## src/hdl/psdg_pkg.sv

```systemverilog
`timescale 1ns / 1ps

package psdg_pkg;

    localparam int PHASE_FRAC_BITS = 29;
    localparam int PHASE_W         = PHASE_FRAC_BITS + 3;

    localparam int PERIOD_W   = 11;
    localparam int DIVISOR_W  = PERIOD_W + 1;
    localparam int SCALE_W    = 40;
    localparam int DIV_STEPS  = SCALE_W;
    localparam int DIV_CNT_W  = $clog2(DIV_STEPS);
    localparam int SCOUNT_W   = 16;
    localparam int SCS_W      = 12;
    localparam int INTERVAL_W = 3 + SCS_W;

    localparam int CFG_ADDR_W = 6;
    localparam int CFG_DATA_W = 64;

    localparam logic [2:0] REG_DUTY_MODE    = 3'd0;
    localparam logic [2:0] REG_SWEEP_PERIOD = 3'd1;
    localparam logic [2:0] REG_SWEEP_NEGATE = 3'd2;
    localparam logic [2:0] REG_SWEEP_SHIFT  = 3'd3;
    localparam logic [2:0] REG_HAS_SWEEP    = 3'd4;
    localparam logic [2:0] REG_PHASE_SCALE  = 3'd5;
    localparam logic [2:0] REG_SWEEP_CLOCK  = 3'd6;

    localparam logic [1:0] OP_TRIGGER = 2'd0;
    localparam logic [1:0] OP_TICK    = 2'd1;
    localparam logic [1:0] OP_STOP    = 2'd2;

    localparam logic [7:0] DUTY_BITS [4] = '{8'h80, 8'h81, 8'hE1, 8'h7E};

    typedef struct packed {
        logic [1:0]          operation;
        logic [PERIOD_W-1:0] note_period;
    } t_in_item;

    typedef struct packed {
        logic                level_high;
        logic                sounding;
        logic [PERIOD_W-1:0] period_now;
    } t_out_item;

    typedef struct packed {
        logic [1:0]         duty_mode;
        logic [2:0]         sweep_period;
        logic               sweep_negate;
        logic [2:0]         sweep_shift;
        logic               has_sweep;
        logic [SCALE_W-1:0] phase_scale;
        logic [SCS_W-1:0]   sweep_clock_samples;
    } t_cfg;

    typedef struct packed {
        logic                 start;
        logic [SCALE_W-1:0]   dividend;
        logic [DIVISOR_W-1:0] divisor;
    } t_div_req;

    typedef struct packed {
        logic               done;
        logic [SCALE_W-1:0] quotient;
    } t_div_rsp;

    // shadow +/- (shadow >> shift); bit PERIOD_W flags overflow past 2047
    function automatic logic [PERIOD_W:0] psdg_next_sweep(
        input logic [PERIOD_W-1:0] shadow,
        input logic [2:0]          shift,
        input logic                negate
    );
        logic [PERIOD_W:0] ext;
        logic [PERIOD_W:0] delta;
        ext   = {1'b0, shadow};
        delta = ext >> shift;
        return negate ? (ext - delta) : (ext + delta);
    endfunction

endpackage

```

## src/hdl/psdg_regs.sv

```systemverilog
`timescale 1ns / 1ps

module psdg_regs (
    input  logic                               i_clk,
    input  logic                               i_rst_n,
    input  logic                               psel,
    input  logic                               penable,
    input  logic                               pwrite,
    input  logic [psdg_pkg::CFG_ADDR_W-1:0]    paddr,
    input  logic [psdg_pkg::CFG_DATA_W-1:0]    pwdata,
    output logic [psdg_pkg::CFG_DATA_W-1:0]    prdata,
    output logic                               pready,
    output psdg_pkg::t_cfg                     o_cfg
);
    import psdg_pkg::*;

    t_cfg       r_cfg;
    logic [2:0] w_idx;
    logic       w_wr;

    assign w_idx  = paddr[5:3];
    assign w_wr   = psel & penable & pwrite;
    assign pready = 1'b1;
    assign o_cfg  = r_cfg;

    always_ff @(posedge i_clk) begin
        if (!i_rst_n) begin
            r_cfg.duty_mode           <= 2'd2;
            r_cfg.sweep_period        <= 3'd0;
            r_cfg.sweep_negate        <= 1'b0;
            r_cfg.sweep_shift         <= 3'd0;
            r_cfg.has_sweep           <= 1'b1;
            r_cfg.phase_scale         <= SCALE_W'(64'd12765305066);
            r_cfg.sweep_clock_samples <= SCS_W'(345);
        end else if (w_wr) begin
            unique case (w_idx)
                REG_DUTY_MODE:    r_cfg.duty_mode           <= pwdata[1:0];
                REG_SWEEP_PERIOD: r_cfg.sweep_period        <= pwdata[2:0];
                REG_SWEEP_NEGATE: r_cfg.sweep_negate        <= pwdata[0];
                REG_SWEEP_SHIFT:  r_cfg.sweep_shift         <= pwdata[2:0];
                REG_HAS_SWEEP:    r_cfg.has_sweep           <= pwdata[0];
                REG_PHASE_SCALE:  r_cfg.phase_scale         <= pwdata[SCALE_W-1:0];
                REG_SWEEP_CLOCK:  r_cfg.sweep_clock_samples <= pwdata[SCS_W-1:0];
                default: ;
            endcase
        end
    end

    always_comb begin
        prdata = '0;
        unique case (w_idx)
            REG_DUTY_MODE:    prdata = CFG_DATA_W'(r_cfg.duty_mode);
            REG_SWEEP_PERIOD: prdata = CFG_DATA_W'(r_cfg.sweep_period);
            REG_SWEEP_NEGATE: prdata = CFG_DATA_W'(r_cfg.sweep_negate);
            REG_SWEEP_SHIFT:  prdata = CFG_DATA_W'(r_cfg.sweep_shift);
            REG_HAS_SWEEP:    prdata = CFG_DATA_W'(r_cfg.has_sweep);
            REG_PHASE_SCALE:  prdata = CFG_DATA_W'(r_cfg.phase_scale);
            REG_SWEEP_CLOCK:  prdata = CFG_DATA_W'(r_cfg.sweep_clock_samples);
            default:          prdata = '0;
        endcase
    end

endmodule

```

## src/hdl/psdg_div.sv

```systemverilog
`timescale 1ns / 1ps

module psdg_div (
    input  logic               i_clk,
    input  logic               i_rst_n,
    input  psdg_pkg::t_div_req i_req,
    output psdg_pkg::t_div_rsp o_rsp
);
    import psdg_pkg::*;

    logic [SCALE_W-1:0]   r_q;
    logic [DIVISOR_W-1:0] r_rem;
    logic [DIVISOR_W-1:0] r_den;
    logic [DIV_CNT_W-1:0] r_cnt;
    logic                 r_busy;
    logic                 r_done;
    logic [DIVISOR_W-1:0] w_trial;
    logic                 w_ge;

    // one quotient bit per cycle, dividend shifts out as quotient shifts in
    assign w_trial = {r_rem[DIVISOR_W-2:0], r_q[SCALE_W-1]};
    assign w_ge    = (w_trial >= r_den);

    assign o_rsp.done     = r_done;
    assign o_rsp.quotient = r_q;

    always_ff @(posedge i_clk) begin
        if (!i_rst_n) begin
            r_busy <= 1'b0;
            r_done <= 1'b0;
            r_cnt  <= '0;
        end else begin
            r_done <= 1'b0;
            if (i_req.start) begin
                r_q    <= i_req.dividend;
                r_den  <= i_req.divisor;
                r_rem  <= '0;
                r_cnt  <= '0;
                r_busy <= 1'b1;
            end else if (r_busy) begin
                r_q   <= {r_q[SCALE_W-2:0], w_ge};
                r_rem <= w_ge ? (w_trial - r_den) : w_trial;
                r_cnt <= r_cnt + 1'b1;
                if (r_cnt == DIV_CNT_W'(DIV_STEPS - 1)) begin
                    r_busy <= 1'b0;
                    r_done <= 1'b1;
                end
            end
        end
    end

endmodule

```

## src/hdl/pulse_sweep_duty_generator_unit.sv

```systemverilog
`timescale 1ns / 1ps

// Pulse channel with frequency sweep, one item per audio sample.
// Input channel (i_in_valid / o_in_ready / i_in_data) carries an operation
// (trigger, sample tick, stop) and a note period. Every item gives exactly
// one result beat on o_out_valid / i_out_ready / o_out_data: duty bit,
// sounding flag and the period after the item.
// The block works on one item at a time. A trigger, and a tick that makes a
// sweep step, recomputes the phase step through a 40-step serial divider
// before its result is loaded; a stepping tick then also advances the phase.
// A stop, an idle operation or a tick while silent go straight to the result;
// a plain sounding tick advances the phase first. The next item is taken in the
// cycle after the result is loaded, so the serial divider sets the worst-case
// item rate.
// A finished result sits in an output register; the next item is accepted
// while it waits. If the receiver stalls, the following result holds in the
// block, and no further item is taken, until the output register frees up.
// Configuration is written through the APB-style port (64-bit data, register i at
// byte 8*i); the user must write only while the block is idle; it is not enforced.
// Synchronous active-low reset clears phase, periods, sweep state and the
// channel-on flag, and loads the register defaults.

module pulse_sweep_duty_generator_unit (
    input  logic                            i_clk,
    input  logic                            i_rst_n,
    input  logic                            i_in_valid,
    output logic                            o_in_ready,
    input  psdg_pkg::t_in_item              i_in_data,
    output logic                            o_out_valid,
    input  logic                            i_out_ready,
    output psdg_pkg::t_out_item             o_out_data,
    input  logic                            psel,
    input  logic                            penable,
    input  logic                            pwrite,
    input  logic [psdg_pkg::CFG_ADDR_W-1:0] paddr,
    input  logic [psdg_pkg::CFG_DATA_W-1:0] pwdata,
    output logic [psdg_pkg::CFG_DATA_W-1:0] prdata,
    output logic                            pready
);
    import psdg_pkg::*;

    typedef enum logic [1:0] {S_IDLE, S_DIV, S_PHASE, S_FIN} t_state;

    t_cfg     w_cfg;
    t_div_req w_div_req;
    t_div_rsp w_div_rsp;

    t_state               r_state;
    logic [PHASE_W-1:0]   r_acc;
    logic [PHASE_W-1:0]   r_step;
    logic [PERIOD_W-1:0]  r_period;
    logic [PERIOD_W-1:0]  r_shadow;
    logic [SCOUNT_W-1:0]  r_scount;
    logic                 r_armed;
    logic                 r_on;
    logic                 r_is_tick;
    logic                 r_level;
    logic                 r_sounding;
    logic                 r_div_start;
    logic [DIVISOR_W-1:0] r_div_den;
    logic                 r_out_valid;
    t_out_item            r_out;

    logic                 w_accept;
    logic                 w_out_free;
    logic [PERIOD_W:0]    w_nv;
    logic [PERIOD_W:0]    w_trig_nv;
    logic                 w_sw_active;
    logic [SCOUNT_W-1:0]  w_cnt_inc;
    logic [INTERVAL_W-1:0] w_interval;
    logic                 w_fire;
    logic [PHASE_W-1:0]   n_acc;
    logic [PHASE_W-1:0]   n_step;
    logic [7:0]           w_pattern;

    psdg_regs u_regs (
        .i_clk   (i_clk),
        .i_rst_n (i_rst_n),
        .psel    (psel),
        .penable (penable),
        .pwrite  (pwrite),
        .paddr   (paddr),
        .pwdata  (pwdata),
        .prdata  (prdata),
        .pready  (pready),
        .o_cfg   (w_cfg)
    );

    assign w_div_req.start    = r_div_start;
    assign w_div_req.dividend = w_cfg.phase_scale;
    assign w_div_req.divisor  = r_div_den;

    psdg_div u_div (
        .i_clk   (i_clk),
        .i_rst_n (i_rst_n),
        .i_req   (w_div_req),
        .o_rsp   (w_div_rsp)
    );

    assign o_in_ready  = (r_state == S_IDLE);
    assign w_accept    = i_in_valid & o_in_ready;
    assign w_out_free  = ~r_out_valid | i_out_ready;
    assign o_out_valid = r_out_valid;
    assign o_out_data  = r_out;

    always_comb begin
        w_nv        = psdg_next_sweep(r_shadow, w_cfg.sweep_shift, w_cfg.sweep_negate);
        w_trig_nv   = psdg_next_sweep(i_in_data.note_period, w_cfg.sweep_shift,
                                      w_cfg.sweep_negate);
        w_sw_active = w_cfg.has_sweep & r_armed & (w_cfg.sweep_period != 3'd0);
        w_cnt_inc   = (r_scount == '1) ? r_scount : (r_scount + 1'b1);
        w_interval  = INTERVAL_W'(w_cfg.sweep_period) *
                      INTERVAL_W'(w_cfg.sweep_clock_samples);
        w_fire      = w_sw_active & (w_cnt_inc >= SCOUNT_W'(w_interval));
        // saturate the quotient to the largest phase value below 8.0
        n_step      = (|w_div_rsp.quotient[SCALE_W-1:PHASE_W]) ? '1
                                                               : w_div_rsp.quotient[PHASE_W-1:0];
        n_acc       = r_acc + r_step;
        w_pattern   = DUTY_BITS[w_cfg.duty_mode];
    end

    always_ff @(posedge i_clk) begin
        if (!i_rst_n) begin
            r_state     <= S_IDLE;
            r_acc       <= '0;
            r_step      <= '0;
            r_period    <= '0;
            r_shadow    <= '0;
            r_scount    <= '0;
            r_armed     <= 1'b0;
            r_on        <= 1'b0;
            r_is_tick   <= 1'b0;
            r_level     <= 1'b0;
            r_sounding  <= 1'b0;
            r_div_start <= 1'b0;
            r_out_valid <= 1'b0;
        end else begin
            r_div_start <= 1'b0;
            if (r_out_valid && i_out_ready) begin
                r_out_valid <= 1'b0;
            end
            unique case (r_state)
                S_IDLE: begin
                    if (w_accept) begin
                        r_level    <= 1'b0;
                        r_sounding <= 1'b0;
                        r_is_tick  <= 1'b0;
                        r_state    <= S_FIN;
                        case (i_in_data.operation)
                            OP_TRIGGER: begin
                                r_period    <= i_in_data.note_period;
                                r_acc       <= '0;
                                r_on        <= 1'b1;
                                r_div_den   <= DIVISOR_W'(2048) -
                                               {1'b0, i_in_data.note_period};
                                r_div_start <= 1'b1;
                                r_state     <= S_DIV;
                                if (w_cfg.has_sweep) begin
                                    r_shadow <= i_in_data.note_period;
                                    r_scount <= '0;
                                    r_armed  <= (w_cfg.sweep_period != 3'd0) &&
                                                (w_cfg.sweep_shift != 3'd0) &&
                                                !w_trig_nv[PERIOD_W];
                                end
                            end
                            OP_TICK: begin
                                if (r_on) begin
                                    r_is_tick  <= 1'b1;
                                    r_sounding <= 1'b1;
                                    r_state    <= S_PHASE;
                                    if (w_sw_active) begin
                                        r_scount <= w_fire ? '0 : w_cnt_inc;
                                    end
                                    if (w_fire) begin
                                        if (w_nv[PERIOD_W]) begin
                                            // off from the next sample on
                                            r_on <= 1'b0;
                                        end else if (w_cfg.sweep_shift != 3'd0) begin
                                            r_shadow    <= w_nv[PERIOD_W-1:0];
                                            r_period    <= w_nv[PERIOD_W-1:0];
                                            r_div_den   <= DIVISOR_W'(2048) - w_nv;
                                            r_div_start <= 1'b1;
                                            r_state     <= S_DIV;
                                        end
                                    end
                                end
                            end
                            OP_STOP: r_on <= 1'b0;
                            default: ;
                        endcase
                    end
                end
                S_DIV: begin
                    if (w_div_rsp.done) begin
                        r_step <= n_step;
                        if (r_is_tick) begin
                            // shadow already holds the new period: check the next step
                            if (w_nv[PERIOD_W]) begin
                                r_on <= 1'b0;
                            end
                            r_state <= S_PHASE;
                        end else begin
                            r_state <= S_FIN;
                        end
                    end
                end
                S_PHASE: begin
                    r_acc   <= n_acc;
                    r_level <= w_pattern[n_acc[PHASE_W-1 -: 3]];
                    r_state <= S_FIN;
                end
                S_FIN: begin
                    if (w_out_free) begin
                        r_out.level_high <= r_level;
                        r_out.sounding   <= r_sounding;
                        r_out.period_now <= r_period;
                        r_out_valid      <= 1'b1;
                        r_state          <= S_IDLE;
                    end
                end
                default: r_state <= S_IDLE;
            endcase
        end
    end

endmodule
```

## config.mk

```make
export PLATFORM = sky130hd
export DESIGN_NAME = pulse_sweep_duty_generator_unit
export DESIGN_NICKNAME = d
export VERILOG_FILES = /design/src/hdl/psdg_pkg.sv /design/src/hdl/psdg_regs.sv /design/src/hdl/psdg_div.sv /design/src/hdl/pulse_sweep_duty_generator_unit.sv
export SDC_FILE = /design/constraint.sdc
export NUM_CORES = 1
export LEC_CHECK = 0
export ABC_AREA = 1
export BUFFER_PORTS_ARGS = -buffer_cell sky130_fd_sc_hd__buf_2
export CORE_MARGIN = 2
export CORE_UTILIZATION = 65
export CTS_CLUSTER_SIZE = 14
export DETAILED_ROUTE_END_ITERATION = 10
export GPL_ROUTABILITY_DRIVEN = 0
export PLACE_DENSITY = 0.94
export SLEW_MARGIN = 20
export SYNTH_ARGS = -nofsm -noshare
export SYNTH_HDL_FRONTEND = slang
export SYNTH_SLANG_ARGS = --single-unit
export TNS_END_PERCENT = 100
```

## constraint.sdc

```tcl
create_clock -name i_clk -period 12.8 [get_ports i_clk]
set_clock_uncertainty 0.1 [all_clocks]
set_input_delay 0.64 -clock i_clk [delete_from_list [all_inputs] [get_ports i_clk]]
set_output_delay 0.64 -clock i_clk [all_outputs]
set_load 0.03 [all_outputs]
```

# == After elaboration in Yosys (flattened, before gate mapping) ==
# Index checks and enable logic that the tools add are counted.
# word_totals
wordCells,190
inputBits,90
reg_bits,268
# op_classes
addsub,10
bitwise,11
muxes,69
multipliers,1
shifts,2
n_lt_le_gt_ge,4
eq_ne,26
n_reduce_logical,38
# ops
cell,n
40-bit case mux with 7 select lines,1
32-bit two-way mux,3
16-bit two-way mux,5
40-bit two-way mux,2
11-bit two-way mux,7
12-bit two-way mux,6
32-bit case mux with 2 select lines,1
11-bit case mux with 2 select lines,2
32-bit adder,1
16-bit case mux with 2 select lines,1
11-bit by 12-bit adder with 12-bit output,2
12-bit case mux with 2 select lines,1
2-bit AND reduction,12
11-bit by 3-bit >> shifter with 12-bit output,2
11-bit by 12-bit subtractor with 12-bit output,2
1-bit two-way mux,23
"16-bit by 1-bit adder with 16-bit output, second input constant",1
8-bit binary-select mux with 2-bit select,1
"16-bit == test, second input constant",1
16-bit by 15-bit >= comparator with 1-bit output,1
8-bit two-way mux,2
"2-bit != test, second input constant",8
8-bit AND reduction,2
3-bit by 12-bit multiplier with 15-bit output,1
other kinds (38),73

# == Longest topological paths before layout ==
# depth
depth_word,9
mapped_depth,32

# == Cells and area by module ==
# Synthesis repeated with hierarchy kept, for this count alone.
# unflattened
hier_cells,2533
hier_area_um2,17685.7
# by_module_without_submodules
module,cells_each,area_each_um2,seq_area_each_um2,instances
pulse_sweep_duty_generator_unit,1594,10725.3,2952.8,1
psdg_div,440,3757.4,2052.0,1
psdg_regs,499,3203.1,1241.2,1

# == Least setup slack after synthesis ==
# No wires, ideal clock.
# synth_timing
path_type,flip-flop to flip-flop
startpoint,register u_regs.r_cfg (netlist bit u_regs.o_cfg[59])
endpoint,register r_div_den[0] (enable)
setup_ps,380
slack_ps,7804
arrival_ps,4516
synth_period_minus_slack_ps,4996
stages_incl_launch_ff,31
n_path_buf,2
cell_sequence,dfxtp_1 -> clkbuf_1 -> nand2_1 -> fa_1 -> inv_1 -> ha_1 -> a21oi_1 -> nand2_1 -> a21oi_1 -> o21bai_1 -> nand2_1 -> nand2_1 -> nand2_1 -> nand2_1 -> a31oi_1 -> o21ai_0 -> xnor2_1 -> ha_1 -> nand3_1 -> inv_1 -> nand3_1 -> nor2_1 -> nand2_1 -> nand2_2 -> nand3_1 -> nand2_1 -> nand2_1 -> nor2_4 -> inv_2 -> buf_6 -> nor2_1
# synth_via
elab_chain_cells,5
elab_cells_between_ends,7
cone_classes,mul: 1; order compare: 1; eq/ne: 1; bitwise: 2; reduce/logical: 2
# synth_lines
item,line,source
start: declaration,psdg_regs.sv:17,t_cfg r_cfg;
3-bit by 12-bit multiplier with 15-bit output / 3-bit nonzero test (equally long branches),"pulse_sweep_duty_generator_unit.sv:112, pulse_sweep_duty_generator_unit.sv:110",
16-bit by 15-bit >= comparator with 1-bit output / 1-bit AND (equally long branches),"pulse_sweep_duty_generator_unit.sv:114, pulse_sweep_duty_generator_unit.sv:110",
1-bit AND *,pulse_sweep_duty_generator_unit.sv:114,w_fire = w_sw_active & (w_cnt_inc >= SCOUNT_W'(w_interval));
2-bit != test (no line) *,n/a,
8-bit AND reduction (no line) *,n/a,
end signal: assignment,pulse_sweep_duty_generator_unit.sv:154,r_div_den <= DIVISOR_W'(2048) -
end signal: assignment,pulse_sweep_duty_generator_unit.sv:181,r_div_den <= DIVISOR_W'(2048) - w_nv;
end: declaration,pulse_sweep_duty_generator_unit.sv:60,logic [DIVISOR_W-1:0] r_div_den;
# Every way passes the cells marked *; elsewhere a longest branch is shown, timed or not.
# A chain may end at the register's enable or synchronous reset.

# == Worst setup path in the final report ==
# layout_timing
startpoint,register u_regs.r_cfg (netlist bit u_regs.o_cfg[59])
endpoint,register r_div_den[10] (enable)
# Same word-level chain as after synthesis.

==> impl_metrics.json <==
{
  "p_leak_nw": 8.43,
  "synth_area_leaders": "dfxtp_1 (22%), edfxtp_1 (16%), nand2_1 (11%)",
  "slew_viol_final": 0,
  "fin_crit_ps": 6020,
  "cts.clk_slew.worst_paths_ps": 70,
  "die_h_um": 164,
  "finalPower_mw": 2.33,
  "critical_path_buf_inv_count": 3,
  "netlist_area_um2": 16700,
  "synth_top_area_frac": 0.215,
  "antenna_found_initial": 5,
  "initial_core_util": 0.663,
  "path_class": "reg -> reg",
  "dp_worst_setup_slack_ps": 6940,
  "drc": 2,
  "cts_root_buffer": "clkbuf_16",
  "path_delay_family": "simple AND/OR/NAND/NOR gates",
  "rows": 58,
  "path_common_cell": "nand2_1",
  "p_per_area_nw_per_um2": 127,
  "slowest_stage": "nor2_1",
  "r2r-start": "u_regs.o_cfg[59]",
  "rrSetupSlack_ps": 6780,
  "rr_worst_depth": 28,
  "holdPathEnd": "u_regs.o_cfg[31]",
  "dp.final_hpwl_um": 30400,
  "die_w_um": 164,
  "io_buffers": 117,
  "ys_types": 62,
  "ant_nets": 0,
  "slew_headroom": 0.286,
  "synth-async-reset-ratio": 0,
  "clk_latency_ps": 560,
  "ys_ff_latch": 268,
  "grt_pass1_wl_um": 71500,
  "min_path_cells": 3,
  "cts_hold_buf": 0,
  "start_kind": "flip-flop",
  "drt_first_iter_violations": 1963,
  "max-clock-path-buffers": 3,
  "dieArea_um2": 27100,
  "hold_viol": 0,
  "worst_slack_ps": 6780,
  "synth_ff_type": "dfxtp_1",
  "synth_area_leader_cell": "dfxtp_1",
  "core_area_um2": 25300,
  "crit_arrival_ps": 6090,
  "layout.nets": 2569,
  "status": "finished, violations left",
  "tns_ps": 0,
  "cts_buffers": 27,
  "yosys-top-cells-count": "nand2_1 (510), inv_1 (281), o21ai_0 (216)",
  "drive_gt1_frac": 0.0970,
  "cap_violations": 0,
  "cp-end-kind": "flip-flop",
  "cp_max_fo": 14,
  "totalWireLength_um": 44300,
  "track_usage": 0.321,
  "firstDrtPassIters": 11,
  "cts_sinks": 268,
  "synth-edff-count": 88,
  "min_from": "pwdata[19]",
  "grt_pass1_vias": 15200,
  "cp.required_ps": 12870,
  "syn_inst": 2288,
  "violations": "design-rule violations",
  "overflow": 0,
  "max_stage_delay_ps": 740,
  "tightestPinTransition_ps": 1070,
  "postSynthAreaPerCell_um2": 7.32,
  "hold_ws_ps": 195,
  "grt_max_degree": 102,
  "htreeDepth": 1,
  "rr_endpoint": "r_div_den[10]",
  "areaGrowthSynthToFinish_pct": 9.48,
  "multi_input_area_um2": 8960,
  "hold_class": "in -> reg",
  "rsz0062_at_grt": "false",
  "synth_most_common_cell": "nand2_1",
  "ios": 170,
  "yosys_warnings": 0,
  "cts_tree": "done",
  "ctsResizeCount": 0,
  "final_util": 0.726,
  "num-fill-cells": 1793,
  "regArea_um2": 6250,
  "via_per_inst": 6.01,
  "post_drt_wl_per_cell_um": 16.3,
  "vias": 16300,
  "ys_seq_area_frac": 0.373,
  "cts_setup_buffers": 0,
  "final-setup-viol-count": 0,
  "ir_drop_v": 0.000136,
  "fin_crit_sh": 0.470,
  "fmax_mhz": 166
}
-- power breakdown --
part / total (mW) / internal (mW) / switching, mW
registers: 0.945 / 0.921 / 0.0234
clock network: 0.837 / 0.483 / 0.354
logic: 0.551 / 0.175 / 0.377
-- state kept, by name, summed over array words and instances, names as in the netlist --
name          flops
u_regs.o_cfg     62
u_div.r_q        40
r_acc            32
r_step           32
r_scount         16
o_out_data       13
r_div_den        12
u_div.r_den      12
r_period         11
r_shadow         11
u_div.r_rem      11
u_div.r_cnt       6
r_state           2
o_out_valid       1
r_armed           1
r_div_start       1
r_level           1
r_on              1
r_sounding        1
u_div.r_busy      1
u_div.r_done      1
-- metal layers --
| layer | track usage | up-vias | share of wire | routed length (um) |
|---|---|---|---|---|
| li1 | - | 7659 | - | - |
| met1 | 0.416 | 7460 | 0.39 | 17400 |
| met2 | 0.537 | 1014 | 0.46 | 20300 |
| met3 | 0.0500 | 189 | 0.10 | 4620 |
| met4 | 0.136 | 2 | 0.042 | 1870 |
| met5 | 0 | - | 0.00029 | 13 |
-- cells in the final DEF, fill, tap and decap left out, types with 42 or more instances in the layout --
| master | netlist | routed |
|---|---|---|
| a31oi_1 | 42 | 42 |
| buf_2 | 7 | 117 |
| nand3_1 | 103 | 103 |
| inv_1 | 281 | 281 |
| nand2_1 | 510 | 510 |
| dfxtp_1 | 180 | 179 |
| nor2_1 | 206 | 205 |
| a21oi_1 | 193 | 192 |
| edfxtp_1 | 88 | 88 |
| ha_1 | 104 | 104 |
| o21ai_0 | 216 | 216 |
-- worst max path at each step --
stage / startpoint / to / depth (start not counted)
final: u_regs.o_cfg[59] / r_div_den[10] / 28
after global routing: u_regs.o_cfg[59] / r_div_den[10] / 28
after CTS: u_regs.o_cfg[59] / r_div_den[10] / 28
after detailed placement: u_regs.o_cfg[59] / r_div_den[10] / 28
after global placement: u_regs.o_cfg[59] / r_div_den[10] / 28
after floorplan: u_regs.o_cfg[59] / r_div_den[0] / 30
-- layout make-up --
type,instances,share of cell area
clock inverters,14,0.00949
repair buffers,129,0.0369
diodes,4,0.000546
well taps,330,0.0225
clock buffers,36,0.0415
flip-flops and latches,268,0.341
multi-input cells,1645,0.489
inverters,290,0.0595
-- metrics by stage --
stage               instance area, um2  cells
floorplan                        16800   2311
global placement                 17400   2662
detailed placement               17400   2662
CTS                              18300   2712
global route                     18300   2715
finish                           18300   2716
-- tightest hold or removal path: stages --
cell and delay [ps]:
buf_2 80, a21oi_1 50, o21ai_0 60
-- logic make-up (layout without fill, tap and decap cells) --
| family | Yosys count | in the layout | share of synthesized area |
|---|---|---|---|
| multiplexers | 3 | 3 | 0.00187 |
| XOR/XNOR | 58 | 58 | 0.0303 |
| adder cells (fa/ha/maj) | 118 | 118 | 0.0945 |
| AND/OR/NAND/NOR | 911 | 911 | 0.227 |
| other | 2 | 29 | 0.000449 |
| AO/OA/AOI/OAI | 530 | 530 | 0.174 |
| buffers and inverters | 398 | 469 | 0.0989 |
| flip-flops | 268 | 268 | 0.373 |
(Power assumes the default switching activity.)
